<file path="src/hw/rtl/meps_pkg.sv">
// Shared types, constants and helpers for the Mandelbrot escape-time pixel core.
`default_nettype none

package meps_pkg;

  localparam int PIX_W     = 12;  // signed pixel offset
  localparam int DIM_W     = 13;  // image dimension register
  localparam int INT_W     = 8;   // output intensity
  localparam int Z_W       = 32;  // fixed-point word for c and z
  localparam int Z2_W      = 2 * Z_W;
  localparam int CFG_IDX_W = 4;

  localparam int MAX_ITER_DEF  = 164;
  localparam int FRAC_BITS_DEF = 28;
  localparam int DIV_W_DEF     = PIX_W + 2 + FRAC_BITS_DEF;

  localparam logic [CFG_IDX_W-1:0] CFG_WIDTH_IDX  = CFG_IDX_W'(0);
  localparam logic [CFG_IDX_W-1:0] CFG_HEIGHT_IDX = CFG_IDX_W'(1);
  localparam logic [DIM_W-1:0]     DIM_RESET      = DIM_W'(2000);

  localparam logic TAG_X = 1'b0;
  localparam logic TAG_Y = 1'b1;

  localparam logic signed [Z_W-1:0] Z_MAX = {1'b0, {(Z_W-1){1'b1}}};
  localparam logic signed [Z_W-1:0] Z_MIN = {1'b1, {(Z_W-1){1'b0}}};

  // control that rides along the divider chain
  typedef struct packed {
    logic valid;
    logic tag;   // TAG_X or TAG_Y
    logic neg;   // sign of the dividend
  } div_ctl_t;

  typedef enum logic [1:0] {
    ST_IDLE,
    ST_FEED,
    ST_DIV,
    ST_ITER
  } meps_state_t;

  typedef enum logic [1:0] {
    IT_IDLE,
    IT_MUL,
    IT_UPD
  } meps_it_state_t;

  // clamp a wide signed value into the Z_W-bit signed range
  function automatic logic signed [Z_W-1:0] sat_z(input logic signed [Z2_W-1:0] v);
    if (v > Z2_W'(Z_MAX)) begin
      return Z_MAX;
    end else if (v < Z2_W'(Z_MIN)) begin
      return Z_MIN;
    end else begin
      return Z_W'(v);
    end
  endfunction

endpackage

`default_nettype wire

</file>
<file path="src/hw/rtl/meps_div_cell.sv">
// One restoring-division cell: one quotient bit per cell, registered.
`default_nettype none

module meps_div_cell #(
  parameter int WORD_W = meps_pkg::DIV_W_DEF
) (
  input  logic                       clk,
  input  logic                       rst_n,
  input  meps_pkg::div_ctl_t         in_ctl,
  input  logic [meps_pkg::DIM_W-1:0] in_rem,
  input  logic [WORD_W-1:0]          in_word,
  input  logic [meps_pkg::DIM_W-1:0] in_den,
  output meps_pkg::div_ctl_t         out_ctl,
  output logic [meps_pkg::DIM_W-1:0] out_rem,
  output logic [WORD_W-1:0]          out_word,
  output logic [meps_pkg::DIM_W-1:0] out_den
);
  import meps_pkg::*;

  div_ctl_t             ctl_r;
  logic [DIM_W-1:0]     rem_r, rem_nxt;
  logic [WORD_W-1:0]    word_r, word_nxt;
  logic [DIM_W-1:0]     den_r;
  logic [DIM_W:0]       trial;
  logic                 fits;

  // word shifts left: dividend bits leave at the top, quotient bits enter below
  always_comb begin
    trial    = {in_rem, in_word[WORD_W-1]};
    fits     = (trial >= {1'b0, in_den});
    rem_nxt  = fits ? DIM_W'(trial - {1'b0, in_den}) : trial[DIM_W-1:0];
    word_nxt = {in_word[WORD_W-2:0], fits};
  end

  always_ff @(posedge clk) begin
    if (!rst_n) begin
      ctl_r <= '0;
    end else begin
      ctl_r <= in_ctl;
    end
  end

  always_ff @(posedge clk) begin
    rem_r  <= rem_nxt;
    word_r <= word_nxt;
    den_r  <= in_den;
  end

  assign out_ctl  = ctl_r;
  assign out_rem  = rem_r;
  assign out_word = word_r;
  assign out_den  = den_r;

endmodule

`default_nettype wire

</file>
<file path="src/hw/rtl/meps_div_chain.sv">
// Row of registered division cells; the unsigned quotient comes out of the last one.
`default_nettype none

module meps_div_chain #(
  parameter int WORD_W = meps_pkg::DIV_W_DEF
) (
  input  logic                       clk,
  input  logic                       rst_n,
  input  meps_pkg::div_ctl_t         in_ctl,
  input  logic [WORD_W-1:0]          in_word,
  input  logic [meps_pkg::DIM_W-1:0] in_den,
  output meps_pkg::div_ctl_t         out_ctl,
  output logic [WORD_W-1:0]          out_word
);
  import meps_pkg::*;

  div_ctl_t          ctl  [0:WORD_W];
  logic [DIM_W-1:0]  rem  [0:WORD_W];
  logic [WORD_W-1:0] word [0:WORD_W];
  logic [DIM_W-1:0]  den  [0:WORD_W];

  assign ctl[0]  = in_ctl;
  assign rem[0]  = '0;
  assign word[0] = in_word;
  assign den[0]  = in_den;

  for (genvar k = 0; k < WORD_W; k++) begin : g_cell
    meps_div_cell #(
      .WORD_W (WORD_W)
    ) u_cell (
      .clk      (clk),
      .rst_n    (rst_n),
      .in_ctl   (ctl[k]),
      .in_rem   (rem[k]),
      .in_word  (word[k]),
      .in_den   (den[k]),
      .out_ctl  (ctl[k+1]),
      .out_rem  (rem[k+1]),
      .out_word (word[k+1]),
      .out_den  (den[k+1])
    );
  end

  assign out_ctl  = ctl[WORD_W];
  assign out_word = word[WORD_W];

endmodule

`default_nettype wire

</file>
<file path="config.mk">
export PLATFORM = sky130hd
export DESIGN_NAME = meps_div_chain
export DESIGN_NICKNAME = d
export VERILOG_FILES = /design/src/hw/rtl/meps_pkg.sv /design/src/hw/rtl/meps_div_cell.sv /design/src/hw/rtl/meps_div_chain.sv
export SDC_FILE = /design/constraint.sdc
export NUM_CORES = 2
export LEC_CHECK = 0
export BUFFER_PORTS_ARGS = -buffer_cell sky130_fd_sc_hd__buf_2
export CAP_MARGIN = 20
export CORE_ASPECT_RATIO = 1.2
export CORE_MARGIN = 4
export CORE_UTILIZATION = 25
export DETAILED_ROUTE_END_ITERATION = 16
export PLACE_DENSITY_LB_ADDON = 0.15
export SETUP_SLACK_MARGIN = 0.02
export SYNTH_ARGS = -nofsm -noshare
export SYNTH_HDL_FRONTEND = slang
export SYNTH_HIERARCHICAL = 1
export SYNTH_SLANG_ARGS = --single-unit
</file>
<file path="constraint.sdc">
create_clock -name clk -period 3.05 [get_ports clk]
set_input_delay 0.1525 -clock clk [delete_from_list [all_inputs] [get_ports clk]]
set_output_delay 0.1525 -clock clk [all_outputs]
set_load 0.05 [all_outputs]
</file>
; ---- Word level (Yosys, flattened, before mapping)
; Index checks and enable logic that the tools add are counted.
[classes]
addsub = 41
n_lt_le_gt_ge = 42
mux = 41
[op_table]
columns = op, n
row1 = 14-bit by 13-bit greater-or-equal comparator with 1-bit output, 41
row2 = 13-bit two-way mux, 40
row3 = 13-bit subtractor, 40
row4 = 1-bit by 13-bit greater-or-equal comparator with 1-bit output, 1
row5 = 1-bit by 13-bit subtractor with 13-bit output, 1
row6 = 1-bit two-way mux, 1
[word_totals]
regBits = 2956
inputBits = 60
out_inout_bits = 45
word_cells = 375

; ---- Logic depth before layout (Yosys ltp)
[logic_depth]
depth_word = 2
mapped_depth = 10
ltp_nobuf = 9

; ---- Modules after synthesis
; The synthesis kept the hierarchy.
[by_module_without_submodules]
columns = module, instances, cells_each, area_per_inst_um2
row1 = meps_div_cell (g_cell[17].u_cell ...), 27, 182, 2290.9
row2 = meps_div_cell (g_cell[0].u_cell ...), 15, 182, 2289.7
row3 = meps_div_chain, 1, 1, 3.8

; ---- Worst setup path after synthesis
; Ideal clock, no wire load.
[synth_path]
path_type = register to register
from = register g_cell[16].u_cell.word_r[41]
to = register g_cell[17].u_cell.rem_r[10]
setup_time_ns = 0.121
arrival_time_ns = 2.182
required_time_ns = 2.929
slack_ns = 0.747
path_stages_with_launch = 11
path_cell_list = dfxtp_1 > inv_1 > ha_1 > fa_1 > nand2b_2 > a21oi_2 > o21ai_2 > a211oi_2 > o32a_2 > buf_12 > mux2_4
[synth_between]
elab_chain_cells = 2
elab_cells_between_ends = 3
cone_classes = 1 x add/sub / 1 x order compare / 1 x mux
[synth_lines]
columns = element, line
row1 = start: declaration, meps_div_cell.sv:22  ; logic [WORD_W-1:0] word_r, word_nxt;
row2 = start signal: assignment, meps_div_cell.sv:45  ; word_r <= word_nxt;
row3 = 14-bit by 13-bit greater-or-equal comparator with 1-bit output, meps_div_cell.sv:30  ; fits = (trial >= {1'b0, in_den});
row4 = via g_cell[17].u_cell.fits, meps_div_cell.sv:25  ; logic fits;
row5 = 13-bit two-way mux, meps_div_cell.sv:31  ; rem_nxt = fits ? DIM_W'(trial - {1'b0, in_den}) : trial[DIM_W-1:0];
row6 = via g_cell[17].u_cell.rem_nxt[10], meps_div_cell.sv:21  ; logic [DIM_W-1:0] rem_r, rem_nxt;
row7 = end signal: assignment, meps_div_cell.sv:44  ; rem_r <= rem_nxt;
row8 = end: declaration, meps_div_cell.sv:21
; The timed path passes the listed nets, and every way through them passes these cells.
; A chain may end at the register's enable or synchronous reset.

; ---- Worst setup path after layout
[layout_path]
from = register g_cell[30].u_cell.word_r[41]
to = register g_cell[31].u_cell.rem_r[12]
[layout_between]
elab_chain_cells = 2
elab_cells_between_ends = 3
cone_classes = 1 x add/sub / 1 x order compare / 1 x mux
[layout_lines]
columns = element, line
row1 = start: declaration, meps_div_cell.sv:22
row2 = start signal: assignment, meps_div_cell.sv:45
row3 = 13-bit subtractor / 14-bit by 13-bit greater-or-equal comparator with 1-bit output (equally long branches), "meps_div_cell.sv:31, meps_div_cell.sv:30"
row4 = 13-bit two-way mux *, meps_div_cell.sv:31
row5 = via g_cell[31].u_cell.rem_nxt[12], meps_div_cell.sv:21
row6 = end signal: assignment, meps_div_cell.sv:44
row7 = end: declaration, meps_div_cell.sv:21
; Mark *: on every way through the listed nets, which the timed path passes. The rest lies on a longest branch.

==> results.toml <==
[detailed_routing]
vias = 52464
drtPass1Iterations = 7
antenna_left = 0
route.detailed.drc = 0
drtIter0Drc = 2140
via_per_inst = 3.93
wl_mm = 180
wire_per_inst_um = 13.5

[min_path]
worstHoldStart = "in_word[41]"
holdPathEnd = "g_cell[0].u_cell/out_rem[0]"
min_path_type = "in2reg"
min_delay_path_depth = 4

[floorplanning]
design.core.area_mm2 = 0.380
start_util = 0.251
dieWidth_um = 571
rows = 248
die_area_mm2 = 0.391
die_h_um = 684
io_pins = 105

[critical_path]
r2r-start = "g_cell[30].u_cell/out_word[41]"
r2r-end = "g_cell[31].u_cell/out_rem[12]"
reg2reg_depth = 9
crit_chain = "inv_1 > ha_1 > fa_1 > nand2b_1 > a21oi_2 > o21ai_2 > a211oi_2 > o32a_2 > mux2_2"
critical_path.slowest_cell = "o32a_2"
worstSetupPathType = "reg2reg"
cp_data_required_time_ps = 3790
rrSetupSlack_ps = 200
cp_max_fo = 14
crit_buf_inv = 1
critPathCaptureType = "register"
arrival_ps = 3590
worst_setup_path_start_kind = "register"
critPathLaunch = "g_cell[30].u_cell/out_word[41]"
max_stage_delay_ps = 500
crit_family = "compound AO/OA/AOI/OAI gates"

[layout]
fin_nets = 8740
layout_common_cells = "2956 x dfxtp_1, 629 x inv_1, 546 x ha_1, 330 x a21oi_1, 329 x nor2_1"
layout_commonest_cell = "dfxtp_1"
fin_util = 0.299
syn_to_final_growth_pct = 19.3
final_cell_area_mm2 = 0.114
drive_gt1_frac = 0.159

[timing]
fin_worst_skew_ps = 62.6
timing.final.crit_share = 0.935
max_freq_ghz = 0.351
fin_tns_setup_ps = 0
tightest_slew_ps = 738
min_period_ps = 2850
hold_viol = 0
setup_viol = 0
slew_headroom = 0.508
report.final.slew_viol_count = 0
rsz0062_at_grt = "no"
worst_slack_ps = 198

[logic_synthesis]
synth_warnings = 6
synthCells = 7558
syn_area_mm2 = 0.0952
avgSynthCellArea_um2 = 12.6

[run]
maxCapViolCount = 0

[clock_tree]
cts_made_buffers = 325
cts_tree = "yes"
cts_root_buf = "clkbuf_16"
cts_hold_buf = 119
cts_resized = 0
cts_max_level = 5
insertion_delay_ps = 910
path_clk_slew_ps = 60
post_cts_buffers = 0
clockBufferDepth = 4
cts.sinks = 2956

[global_routing]
grt_overflow = 0
grt_pass1_wl_mm = 294
antenna_found_initial = 5
first_global_vias = 55346
grt_max_degree = 81
grtUsageTotal = 0.0910

[pwr]
total_power_mw = 139
p_sw_mw = 42.7
swShare = 0.307
pwr-share-seq = 0.391
leakage_nw = 49.4
power_frac_comb = 0.325
internal-power_mw = 96.4
clock_power_share = 0.284
powerDensity_mw_per_mm2 = 1230
vdd.ir_drop.worst_uv = 510

[placed_design]
place_ws_ps = 225
place.gp.congestion = 0.800
place_area_mm2 = 0.101
port_buffers = 104
hpwl_mm = 129

[run_status]
outcome = "finished, final reports clean"
## tightest hold or removal path: stages
cell and delay (ps):
dlygate4sd3_1 520, buf_2 100, inv_1 60, mux2i_1 160
## routing by layer
layer,up-vias,track usage,share of wire,wire (um)
met2,802,0.163,0.50,89400
met3,394,0.0194,0.043,7810
li1,26711,-,-,-
met5,-,0,0,0
met4,0,0.0320,0.032,5790
met1,24557,0.106,0.43,77100
## per-stage QoR
step | hold slack [ps] | cells
after floorplan | 180 | 7583
after detailed placement | 256 | 12646
after global routing | 112 | 13353
final | 147 | 13356
after global placement | 256 | 12646
after CTS | 44.6 | 13352
## state kept, by name, indices dropped and copies added (netlist names)
register                cells
g_cell.u_cell/out_ctl     126
g_cell.u_cell/out_rem     533
g_cell.u_cell/out_den     533
g_cell.u_cell/out_word   1764
## power groups by stage
stage	Combinational, mW	Sequential [mW]	Clock, mW
CTS	45.6	54.9	41.6
global route	50.1	55.7	43.0
floorplan	38.7	53.8	0
detailed placement	45.2	55.5	0
global placement	44.5	55.8	0
finish	45.2	54.4	39.5
## final cells by class
class                   instances  area [um^2]
clock inverters               146         1900
fillers                     38464       266000
repair buffers                224         1730
well taps                    5000         6260
flip-flops and latches       2956        59200
inverters                     629         2360
multi-input cells            3956        32900
clock buffers                 441         9200
diodes                          4         10.0
## how the worst max path moves through the flow
| stage | end | slack [ps] | cells past startpoint |
|---|---|---|---|
| after floorplan | g_cell[17].u_cell/out_rem[10] | 750 | 10 |
| after global placement | g_cell[31].u_cell/out_rem[2] | 270 | 9 |
| after detailed placement | g_cell[31].u_cell/out_rem[12] | 230 | 9 |
| after CTS | g_cell[31].u_cell/out_rem[12] | 140 | 9 |
| after global routing | g_cell[31].u_cell/out_rem[12] | 40 | 9 |
| final | g_cell[31].u_cell/out_rem[12] | 200 | 9 |
Power figures use the tool's default switching activity.
